**src/rtl/core/assert_macros.svh**
```systemverilog
// Assertion macros shared by the parser RTL.
// Depends on nothing; included by the files that carry assertions.
`ifndef ASSERT_MACROS_SVH
`define ASSERT_MACROS_SVH

// Same-cycle implication, disabled while reset is high.
`define ASSERT_IMPLIES(label, clk, rst, ante, cons) \
   label: assert property (@(posedge clk) disable iff (rst) (ante) |-> (cons)) \
      else $error("assertion failed");

// Next-cycle implication, disabled while reset is high.
`define ASSERT_NEXT(label, clk, rst, ante, cons) \
   label: assert property (@(posedge clk) disable iff (rst) (ante) |=> (cons)) \
      else $error("assertion failed");

`endif

```
**src/rtl/core/omsrp_pkg.sv**
```systemverilog
// Package of the meter record parser: payload types, parse state, codes.
// Depends on nothing; used by every module of the parser.
`default_nettype none

package omsrp_pkg;

   localparam logic [3:0]  SKIP_COUNT_RESET = 4'd2;
   localparam int unsigned RSP_FIFO_DEPTH   = 4;

   localparam logic [7:0] END_MARK       = 8'h2F;
   localparam logic [7:0] VIF_DATE_TIME  = 8'h6D;
   localparam logic [6:0] VIF_VOLUME     = 7'h13;
   localparam logic [6:0] VIFE_BACKFLOW  = 7'h3C;
   localparam logic [7:0] VIF_EXTENDED   = 8'hFD;
   localparam logic [7:0] VIFE_STATUS    = 8'h17;
   localparam logic [7:0] VIF_DATE       = 8'h6C;
   localparam logic [3:0] DIF_VAR_LENGTH = 4'hD;

   localparam logic [2:0] KIND_DATE_TIME  = 3'd0;
   localparam logic [2:0] KIND_VOLUME     = 3'd1;
   localparam logic [2:0] KIND_BACKFLOW   = 3'd2;
   localparam logic [2:0] KIND_STATUS     = 3'd3;
   localparam logic [2:0] KIND_DATE       = 3'd4;
   localparam logic [2:0] KIND_UNKNOWN    = 3'd5;
   localparam logic [2:0] KIND_SUMMARY    = 3'd6;
   localparam logic [2:0] KIND_INCOMPLETE = 3'd7;

   typedef enum logic [2:0] {
      PH_SKIP,
      PH_DIF,
      PH_DIFE,
      PH_VIF,
      PH_VIFE,
      PH_LEN,
      PH_DATA,
      PH_DONE
   } phase_type;

   typedef struct packed {
      logic [7:0] payload_byte;
      logic       is_final;
   } req_type;

   typedef struct packed {
      logic [2:0]         record_kind;
      logic [3:0]         storage_number;
      logic [31:0]        raw_value;
      logic [7:0]         record_length;
      logic [7:0]         value_code;
      logic signed [31:0] total_volume;
      logic               volume_seen;
      logic [31:0]        meter_time;
      logic               time_seen;
      logic [7:0]         meter_status;
      logic               status_seen;
   } rsp_type;

   typedef struct packed {
      logic [1:0] count;
      rsp_type    first;
      rsp_type    second;
   } push_type;

   typedef struct packed {
      phase_type   phase;
      logic [3:0]  skip_left;
      logic [3:0]  field_code;
      logic [3:0]  storage_held;
      logic [7:0]  vif_held;
      logic [7:0]  first_extension;
      logic        extension_present;
      logic [7:0]  bytes_left;
      logic [7:0]  length_held;
      logic [31:0] value_acc;
      logic [31:0] volume_reg;
      logic [31:0] time_reg;
      logic [7:0]  status_reg;
      logic [2:0]  seen_flags;
   } parse_state_type;

   function automatic logic [7:0] data_length(input logic [3:0] code);
      logic [7:0] len;
      case (code)
         4'h0: len = 8'd0;
         4'h1: len = 8'd1;
         4'h2: len = 8'd2;
         4'h3: len = 8'd3;
         4'h4: len = 8'd4;
         4'h5: len = 8'd4;
         4'h6: len = 8'd6;
         4'h7: len = 8'd8;
         4'h8: len = 8'd0;
         4'h9: len = 8'd1;
         4'hA: len = 8'd2;
         4'hB: len = 8'd3;
         4'hC: len = 8'd4;
         default: len = 8'd0;
      endcase
      return len;
   endfunction

endpackage

`default_nettype wire

```
**src/rtl/core/omsrp_parse.sv**
```systemverilog
// Parse state of the meter record parser and the per-byte step logic.
// Depends on omsrp_pkg and assert_macros.svh; produces up to two results per byte.
`default_nettype none
`include "assert_macros.svh"

module omsrp_parse (
   input  wire logic              clock,
   input  wire logic              reset,
   input  wire logic              step,
   input  wire omsrp_pkg::req_type item,
   input  wire logic              csr_wr_en,
   input  wire logic [3:0]        csr_wr_data,
   output omsrp_pkg::push_type    push
);

   localparam omsrp_pkg::parse_state_type STATE_RESET = '{
      phase:     omsrp_pkg::PH_SKIP,
      skip_left: omsrp_pkg::SKIP_COUNT_RESET,
      default:   '0
   };

   omsrp_pkg::parse_state_type state_ff;
   omsrp_pkg::parse_state_type state_in;
   logic [3:0]                 skip_count_ff;
   logic [3:0]                 skip_count_in;

   function automatic omsrp_pkg::parse_state_type take_dif(
      input omsrp_pkg::parse_state_type s_i,
      input logic [7:0]                 b
   );
      omsrp_pkg::parse_state_type s_o;
      s_o = s_i;
      if (b == omsrp_pkg::END_MARK) begin
         s_o.phase = omsrp_pkg::PH_DONE;
      end else begin
         s_o.field_code        = b[3:0];
         s_o.storage_held      = {3'b000, b[6]};
         s_o.extension_present = 1'b0;
         s_o.first_extension   = '0;
         s_o.phase             = b[7] ? omsrp_pkg::PH_DIFE : omsrp_pkg::PH_VIF;
      end
      return s_o;
   endfunction

   always_comb begin : step_logic
      omsrp_pkg::parse_state_type s;
      omsrp_pkg::rsp_type         rec;
      omsrp_pkg::rsp_type         summ;
      logic                       header_done;
      logic                       start;
      logic                       close;
      logic                       incomplete;
      logic                       back;
      logic [7:0]                 start_len;
      logic [7:0]                 idx;
      logic [7:0]                 b;
      logic [2:0]                 kind;

      s           = state_ff;
      rec         = '0;
      summ        = '0;
      header_done = 1'b0;
      start       = 1'b0;
      close       = 1'b0;
      incomplete  = 1'b0;
      back        = 1'b0;
      start_len   = '0;
      idx         = '0;
      b           = item.payload_byte;
      kind        = omsrp_pkg::KIND_UNKNOWN;
      skip_count_in = skip_count_ff;
      push        = '0;

      if (step) begin
         case (s.phase)
            omsrp_pkg::PH_SKIP: begin
               if (s.skip_left != 4'd0) begin
                  s.skip_left = s.skip_left - 4'd1;
                  if (s.skip_left == 4'd0) begin
                     s.phase = omsrp_pkg::PH_DIF;
                  end
               end else begin
                  s = take_dif(s, b);
               end
            end
            omsrp_pkg::PH_DIF: begin
               s = take_dif(s, b);
            end
            omsrp_pkg::PH_DIFE: begin
               s.storage_held = b[3:0];
               s.phase        = omsrp_pkg::PH_VIF;
            end
            omsrp_pkg::PH_VIF: begin
               s.vif_held = b;
               if (b[7]) begin
                  s.phase = omsrp_pkg::PH_VIFE;
               end else begin
                  header_done = 1'b1;
               end
            end
            omsrp_pkg::PH_VIFE: begin
               if (!s.extension_present) begin
                  s.first_extension   = b;
                  s.extension_present = 1'b1;
               end
               if (!b[7]) begin
                  header_done = 1'b1;
               end
            end
            omsrp_pkg::PH_LEN: begin
               start     = 1'b1;
               start_len = b;
            end
            omsrp_pkg::PH_DATA: begin
               idx = s.length_held - s.bytes_left;
               if (idx < 8'd4) begin
                  s.value_acc = s.value_acc | ({24'b0, b} << {idx[1:0], 3'b000});
               end
               s.bytes_left = s.bytes_left - 8'd1;
               if (s.bytes_left == 8'd0) begin
                  close   = 1'b1;
                  s.phase = omsrp_pkg::PH_DIF;
               end
            end
            default: begin
            end
         endcase

         if (header_done) begin
            if (s.field_code == omsrp_pkg::DIF_VAR_LENGTH) begin
               s.phase = omsrp_pkg::PH_LEN;
            end else begin
               start     = 1'b1;
               start_len = omsrp_pkg::data_length(s.field_code);
            end
         end

         // A final byte that leaves the header in the VIFE or LEN phase closes the header.
         if (item.is_final && !start &&
             (s.phase == omsrp_pkg::PH_VIFE || s.phase == omsrp_pkg::PH_LEN)) begin
            start     = 1'b1;
            start_len = (s.field_code == omsrp_pkg::DIF_VAR_LENGTH) ?
                        8'd0 : omsrp_pkg::data_length(s.field_code);
         end

         if (start) begin
            s.length_held = start_len;
            s.value_acc   = '0;
            if (start_len == 8'd0) begin
               close   = 1'b1;
               s.phase = omsrp_pkg::PH_DIF;
            end else begin
               s.bytes_left = start_len;
               s.phase      = omsrp_pkg::PH_DATA;
            end
         end

         // The header-closing start on the final byte may leave data pending.
         if (item.is_final && start && !close && header_done == 1'b0 &&
             s.phase == omsrp_pkg::PH_DATA && state_ff.phase != omsrp_pkg::PH_LEN) begin
            incomplete = 1'b1;
         end

         incomplete = incomplete || s.phase == omsrp_pkg::PH_DIFE ||
                      s.phase == omsrp_pkg::PH_VIF || s.phase == omsrp_pkg::PH_VIFE ||
                      s.phase == omsrp_pkg::PH_LEN || s.phase == omsrp_pkg::PH_DATA;

         if (close) begin
            if (s.vif_held == omsrp_pkg::VIF_DATE_TIME && s.length_held == 8'd4) begin
               kind          = omsrp_pkg::KIND_DATE_TIME;
               s.time_reg    = s.value_acc;
               s.seen_flags[1] = 1'b1;
            end else if (s.vif_held[6:0] == omsrp_pkg::VIF_VOLUME &&
                         s.length_held == 8'd4) begin
               back = s.extension_present &&
                      s.first_extension[6:0] == omsrp_pkg::VIFE_BACKFLOW;
               kind = back ? omsrp_pkg::KIND_BACKFLOW : omsrp_pkg::KIND_VOLUME;
               if (s.storage_held == 4'd0 && !back && !s.seen_flags[0]) begin
                  s.volume_reg    = s.value_acc;
                  s.seen_flags[0] = 1'b1;
               end
            end else if (s.vif_held == omsrp_pkg::VIF_EXTENDED && s.extension_present &&
                         s.first_extension == omsrp_pkg::VIFE_STATUS &&
                         s.length_held == 8'd1) begin
               kind            = omsrp_pkg::KIND_STATUS;
               s.status_reg    = s.value_acc[7:0];
               s.seen_flags[2] = 1'b1;
            end else if (s.vif_held == omsrp_pkg::VIF_DATE && s.length_held == 8'd2) begin
               kind = omsrp_pkg::KIND_DATE;
            end
            rec.record_kind    = kind;
            rec.storage_number = s.storage_held;
            rec.raw_value      = s.value_acc;
            rec.record_length  = s.length_held;
            rec.value_code     = s.vif_held;
            rec.total_volume   = $signed(s.volume_reg);
            rec.volume_seen    = s.seen_flags[0];
            rec.meter_time     = s.time_reg;
            rec.time_seen      = s.seen_flags[1];
            rec.meter_status   = s.status_reg;
            rec.status_seen    = s.seen_flags[2];
         end

         summ.record_kind  = incomplete ? omsrp_pkg::KIND_INCOMPLETE : omsrp_pkg::KIND_SUMMARY;
         summ.total_volume = $signed(s.volume_reg);
         summ.volume_seen  = s.seen_flags[0];
         summ.meter_time   = s.time_reg;
         summ.time_seen    = s.seen_flags[1];
         summ.meter_status = s.status_reg;
         summ.status_seen  = s.seen_flags[2];

         push.count  = {1'b0, close} + {1'b0, item.is_final};
         push.first  = close ? rec : summ;
         push.second = summ;

         if (item.is_final) begin
            s           = '0;
            s.phase     = omsrp_pkg::PH_SKIP;
            s.skip_left = skip_count_ff;
         end
      end

      if (csr_wr_en) begin
         skip_count_in = csr_wr_data;
         s.skip_left   = csr_wr_data;
      end

      state_in = s;
   end

   always_ff @(posedge clock) begin
      if (reset) begin
         state_ff      <= STATE_RESET;
         skip_count_ff <= omsrp_pkg::SKIP_COUNT_RESET;
      end else begin
         state_ff      <= state_in;
         skip_count_ff <= skip_count_in;
      end
   end

   `ASSERT_NEXT(a_final_restarts, clock, reset, step && item.is_final && !csr_wr_en, state_ff.phase == omsrp_pkg::PH_SKIP && state_ff.seen_flags == 3'b000)
   `ASSERT_NEXT(a_end_mark_holds, clock, reset, step && !item.is_final && state_ff.phase == omsrp_pkg::PH_DONE, state_ff.phase == omsrp_pkg::PH_DONE)

endmodule

`default_nettype wire

```
**src/rtl/core/omsrp_rsp_fifo.sv**
```systemverilog
// Result queue of the meter record parser: takes up to two results a cycle.
// Depends on omsrp_pkg and assert_macros.svh.
`default_nettype none
`include "assert_macros.svh"

module omsrp_rsp_fifo #(
   parameter int unsigned DEPTH = omsrp_pkg::RSP_FIFO_DEPTH
) (
   input  wire logic               clock,
   input  wire logic               reset,
   input  wire omsrp_pkg::push_type push,
   output logic                    room,
   output logic                    rsp_valid,
   input  wire logic               rsp_ready,
   output omsrp_pkg::rsp_type      rsp_data
);

   localparam int unsigned PTR_W = (DEPTH > 1) ? $clog2(DEPTH) : 1;
   localparam int unsigned CNT_W = $clog2(DEPTH + 1);

   omsrp_pkg::rsp_type mem_ff [DEPTH];
   logic [PTR_W-1:0]   wr_ptr_ff;
   logic [PTR_W-1:0]   wr_ptr_in;
   logic [PTR_W-1:0]   wr_ptr_next;
   logic [PTR_W-1:0]   rd_ptr_ff;
   logic [PTR_W-1:0]   rd_ptr_in;
   logic [CNT_W-1:0]   count_ff;
   logic [CNT_W-1:0]   count_in;
   logic               pop;

   function automatic logic [PTR_W-1:0] ptr_inc(input logic [PTR_W-1:0] p);
      return (p == PTR_W'(DEPTH - 1)) ? '0 : p + PTR_W'(1);
   endfunction

   assign pop         = rsp_valid && rsp_ready;
   assign rsp_valid   = count_ff != '0;
   assign rsp_data    = mem_ff[rd_ptr_ff];
   assign room        = count_ff <= CNT_W'(DEPTH - 2);
   assign wr_ptr_next = ptr_inc(wr_ptr_ff);

   always_comb begin
      case (push.count)
         2'd1:    wr_ptr_in = wr_ptr_next;
         2'd2:    wr_ptr_in = ptr_inc(wr_ptr_next);
         default: wr_ptr_in = wr_ptr_ff;
      endcase
      rd_ptr_in = pop ? ptr_inc(rd_ptr_ff) : rd_ptr_ff;
      count_in  = count_ff + CNT_W'(push.count) - CNT_W'(pop);
   end

   always_ff @(posedge clock) begin
      if (push.count != 2'd0) begin
         mem_ff[wr_ptr_ff] <= push.first;
      end
      if (push.count == 2'd2) begin
         mem_ff[wr_ptr_next] <= push.second;
      end
   end

   always_ff @(posedge clock) begin
      if (reset) begin
         wr_ptr_ff <= '0;
         rd_ptr_ff <= '0;
         count_ff  <= '0;
      end else begin
         wr_ptr_ff <= wr_ptr_in;
         rd_ptr_ff <= rd_ptr_in;
         count_ff  <= count_in;
      end
   end

   `ASSERT_IMPLIES(a_push_fits, clock, reset, push.count != 2'd0, room)
   `ASSERT_NEXT(a_idle_count_holds, clock, reset, push.count == 2'd0 && !pop, $stable(count_ff))

endmodule

`default_nettype wire

```
**src/rtl/core/oms_meter_record_parser.sv**
```systemverilog
// Top level of the meter record parser: input register, parse step, result queue.
// Depends on omsrp_pkg, omsrp_parse, omsrp_rsp_fifo and assert_macros.svh.
//
//   Channel  Ports                             Carries
//   req      req_valid, req_ready, req_data    one payload byte and its last-byte flag
//   rsp      rsp_valid, rsp_ready, rsp_data    one record or end-of-payload result
//   csr      csr_wr_en, csr_wr_data            skip count, written without wait
//
// One byte is accepted per cycle while req_ready is high; it is registered, then parsed.
// A byte yields zero, one or two results, which enter a queue of RSP_DEPTH entries.
// The parse step advances only while the queue has room for two results, so req_ready
// drops when rsp_ready has been low long enough to fill the queue.
// Reset is synchronous and clears the parse state; the skip count returns to 2.
`default_nettype none
`include "assert_macros.svh"

module oms_meter_record_parser #(
   parameter int unsigned RSP_DEPTH = omsrp_pkg::RSP_FIFO_DEPTH
) (
   input  wire logic               clock,
   input  wire logic               reset,
   input  wire logic               req_valid,
   output logic                    req_ready,
   input  wire omsrp_pkg::req_type req_data,
   output logic                    rsp_valid,
   input  wire logic               rsp_ready,
   output omsrp_pkg::rsp_type      rsp_data,
   input  wire logic               csr_wr_en,
   input  wire logic [3:0]         csr_wr_data
);

   logic               in_valid_ff;
   logic               in_valid_in;
   omsrp_pkg::req_type in_data_ff;
   logic               advance;
   logic               room;
   logic               req_accept;
   omsrp_pkg::push_type push;

   assign advance    = in_valid_ff && room;
   assign req_ready  = !in_valid_ff || advance;
   assign req_accept = req_valid && req_ready;
   assign in_valid_in = req_accept || (in_valid_ff && !advance);

   always_ff @(posedge clock) begin
      if (reset) begin
         in_valid_ff <= 1'b0;
      end else begin
         in_valid_ff <= in_valid_in;
      end
   end

   always_ff @(posedge clock) begin
      if (req_accept) begin
         in_data_ff <= req_data;
      end
   end

   omsrp_parse u_parse (
      .clock       (clock),
      .reset       (reset),
      .step        (advance),
      .item        (in_data_ff),
      .csr_wr_en   (csr_wr_en),
      .csr_wr_data (csr_wr_data),
      .push        (push)
   );

   omsrp_rsp_fifo #(
      .DEPTH (RSP_DEPTH)
   ) u_rsp_fifo (
      .clock     (clock),
      .reset     (reset),
      .push      (push),
      .room      (room),
      .rsp_valid (rsp_valid),
      .rsp_ready (rsp_ready),
      .rsp_data  (rsp_data)
   );

   `ASSERT_NEXT(a_held_byte_stays, clock, reset, in_valid_ff && !advance, in_valid_ff && $stable(in_data_ff))

endmodule

`default_nettype wire
```
**config.mk**
```make
export PLATFORM = sky130hd
export DESIGN_NAME = oms_meter_record_parser
export DESIGN_NICKNAME = d
export VERILOG_FILES = /design/src/rtl/core/omsrp_pkg.sv /design/src/rtl/core/omsrp_parse.sv /design/src/rtl/core/omsrp_rsp_fifo.sv /design/src/rtl/core/oms_meter_record_parser.sv
export VERILOG_INCLUDE_DIRS = /design/src /design/src/rtl/core
export SDC_FILE = /design/constraint.sdc
export NUM_CORES = 1
export LEC_CHECK = 0
export BUFFER_PORTS_ARGS = -buffer_cell sky130_fd_sc_hd__buf_2
export CAP_MARGIN = 5
export CORE_MARGIN = 5
export CORE_UTILIZATION = 58
export DETAILED_ROUTE_END_ITERATION = 8
export GPL_ROUTABILITY_DRIVEN = 0
export HOLD_SLACK_MARGIN = 0.15
export PLACE_DENSITY = 0.76
export REMOVE_ABC_BUFFERS = 1
export SLEW_MARGIN = 40
export SYNTH_ARGS = -nofsm -noshare
export SYNTH_HDL_FRONTEND = slang
export SYNTH_SLANG_ARGS = --single-unit
export TNS_END_PERCENT = 50
```
**constraint.sdc**
```tcl
create_clock -name clock -period 14.2 [get_ports clock]
set_input_delay 0.71 -clock clock [delete_from_list [all_inputs] [get_ports clock]]
set_output_delay 0.71 -clock clock [all_outputs]
set_load 0.05 [all_outputs]
```
==> results.cfg <==
[layout]
area_delta_synth_final_pct = 12.3
nets = 2815
fillers = 3771
diodes = 0
drive_gt1_share_pct = 17.5
layoutNonFillerInstCount = 3510
stdcell_area_um2 = 34000

[yosys]
yosys-top-cells-area = edfxtp_1 32%, dfxtp_1 25%, mux4_2 9.7%, nor2_1 5.6%, o21ai_0 3.8%
synthArstFlopShare_pct = 0
syn_area_per_cell_um2 = 11.2
synth_top_area_share_pct = 31.8
yosysUniqueCellTypes = 83
synth_warnings = 0
syn_area_um2 = 30300
ys_seq_elements = 698
yosys.area.top_type = edfxtp_1
synthCells = 2707
synth-edff-count = 321
yosysMostFrequentCell = nor2_1
synth_top_cells_by_count = 453 x nor2_1, 377 x dfxtp_1, 321 x edfxtp_1
synth-seq-area-share_pct = 56.8
synth_ff_type = dfxtp_1

[clock_tree]
clk_latency_ns = 0.60
clkSlewWorstSetupHoldPaths_ns = 0.06
cts_root_buffer = clkbuf_16
cts_buffers = 71
htree_levels = 3
postCtsSetupBuffers = 0
cts_tree = built
postCtsHoldBufs = 0
cts_resized = 0
cts_buffer_depth = 3
cts_sinks = 698

[pwr]
vdd_ir_drop_max_uv = 114
p_per_area_nw_per_um2 = 141
p_leak_nw = 11.4

[die]
num_rows = 83
fp.dieH_um = 238
die_area_um2 = 56900
io_pins = 150
coreArea_um2 = 51500
die_w_um = 238
start_util_pct = 58.8

[setup_path]
crit_chain = nand3b_1, o22ai_1, nor2_1, a32o_1, buf_4, o31a_1, inv_1, ha_1, nand2_1, ha_1, nor2b_1, a21oi_2, buf_4, clkinv_2, nand2_8, nor2_1
critPathRequiredTime_ns = 14.53
critical_path.max_stage_delay_ns = 0.84
startpoint_type = flop
cp-end-kind = flop
cp_num_buf_inv = 4
crit_type = flop to flop
path_max_fanout = 69
arrival_ns = 6.99
cpMaxStageDelayCell = dfxtp_1
cp_top_family = simple AND/OR/NAND/NOR gates

[hold_path]
hp-class = primary input to flop

[sta]
rsz0062_at_grt = false
maxSlewViolCount = 0
hold_viol = 0
fin_crit_ns = 6.66
worstMarginPinSlew_ns = 0.925
finalSetupViolCount = 0
clock_skew_ns = 0.0145
period_share_pct = 46.9
clock.fmax_mhz = 150
finalSetupTns_ns = 0
slew_headroom_pct = 37.8

[global_route]
grt_pass1_vias = 23107
antenna_found_initial = 1
grtUsageTotal_pct = 29.1
grt_max_degree = 71
grt_overflow = 0
grt_pass1_wl_um = 131000

[run]
maxCapViolCount = 0

[routing]
ant_nets = 0
viasPerCell = 6.62
vias = 23240
drt_iter0_drc = 2646
wl_per_cell_um = 24.4
route.detailed.drc = 0
first_pass_iters = 7
wl_um = 85600

[status]
status = completed

[place]
placed_cells = 3377
port_buffers = 149
place_area_um2 = 31600
place_hpwl_um = 51100
==> cell usage in the layout (no fill, tap or decap), drive strengths merged, types with 38 or more instances in the layout <==
cell / instances
nor3: 38
a22o: 97
buf: 203
mux2i: 72
nand2: 150
mux4: 130
inv: 50
clkbuf: 110
dfxtp: 377
nor2: 453
a21oi: 81
edfxtp: 321
a22oi: 53
nand3: 151
o21ai: 238
==> worst register-to-register path, cell delays in order, from the launching register on <==
cell and delay, ns:
dfxtp_1 0.84, nand3b_1 0.70, o22ai_1 0.63, nor2_1 0.17, a32o_1 0.24, buf_4 0.25
o31a_1 0.51, inv_1 0.24, ha_1 0.26, nand2_1 0.12, ha_1 0.27, nor2b_1 0.15
a21oi_2 0.16, buf_4 0.40, clkinv_2 0.59, nand2_8 0.65, nor2_1 0.20
==> state kept, by name, summed over array words and instances, names as in the netlist, named ones only <==
signal	flops
in_data_ff	9
in_valid_ff	1
u_parse.skip_count_ff	4
u_parse.state_ff	155
u_rsp_fifo.count_ff	3
u_rsp_fifo.mem_ff	520
u_rsp_fifo.rd_ptr_ff	2
u_rsp_fifo.wr_ptr_ff	2
==> metrics by stage <==
stage / total power [mW] / hold slack (ns) / util (%) / setup slack (ns)
final: 4.81 / 0.285 / 66.0 / 7.54
after global routing: 4.95 / 0.267 / 66.0 / 7.30
after CTS: 4.82 / 0.256 / 65.9 / 7.82
after detailed placement: 2.99 / 0.440 / 61.4 / 7.84
after global placement: 2.97 / 0.429 / 61.1 / 7.89
after floorplan: 2.79 / 0.420 / - / 6.04
==> report_power, final <==
part	switching, mW	internal (mW)
Combinational	0.546	0.239
Clock	0.775	1.09
Sequential	0.0348	2.12
==> cell type report <==
type                    count  area (µm²)  share of cell area [%]
clock buffers             110        2170                    6.38
clock inverters            21         169                   0.497
inverters                  51         196                   0.578
multi-input cells        1747       12200                    35.9
flip-flops and latches    698       17200                    50.6
well taps                 680         851                    2.50
repair buffers            203        1210                    3.55
==> path summary, 6_finish.rpt <==
path,to,cells past startpoint,slack [ns],from
setup reg to reg,u_rsp_fifo.mem_ff[0][63],16,7.54,u_parse.state_ff[152]
hold reg to reg,u_rsp_fifo.mem_ff[3][104],2,0.45,u_rsp_fifo.mem_ff[3][104]
hold / removal,in_data_ff[6],1,0.28,req_data[6]
setup / recovery,u_rsp_fifo.mem_ff[0][63],16,7.54,u_parse.state_ff[152]
==> routing by layer <==
layer / vias up / share of wire [%] / global-route usage [%]
li1: 10108 / - / -
met3: 272 / 9.8 / 5.15
met2: 1430 / 48 / 48.4
met5: - / 0.015 / 0
met4: 2 / 4.1 / 12.7
met1: 11428 / 38 / 38.0
==> cell families (layout without fill, tap and decap cells) <==
kind of cell / Yosys count / count (layout) / synth area share [%]
buf+inv: 262 / 385 / 3.40
flops: 698 / 698 / 56.8
simple gates: 905 / 905 / 13.3
xor+xnor: 15 / 15 / 0.434
compound gates: 600 / 600 / 13.0
mux: 202 / 202 / 12.0
fa+ha+maj: 25 / 25 / 1.08
Note: power is estimated with default switching activity, not from simulation.
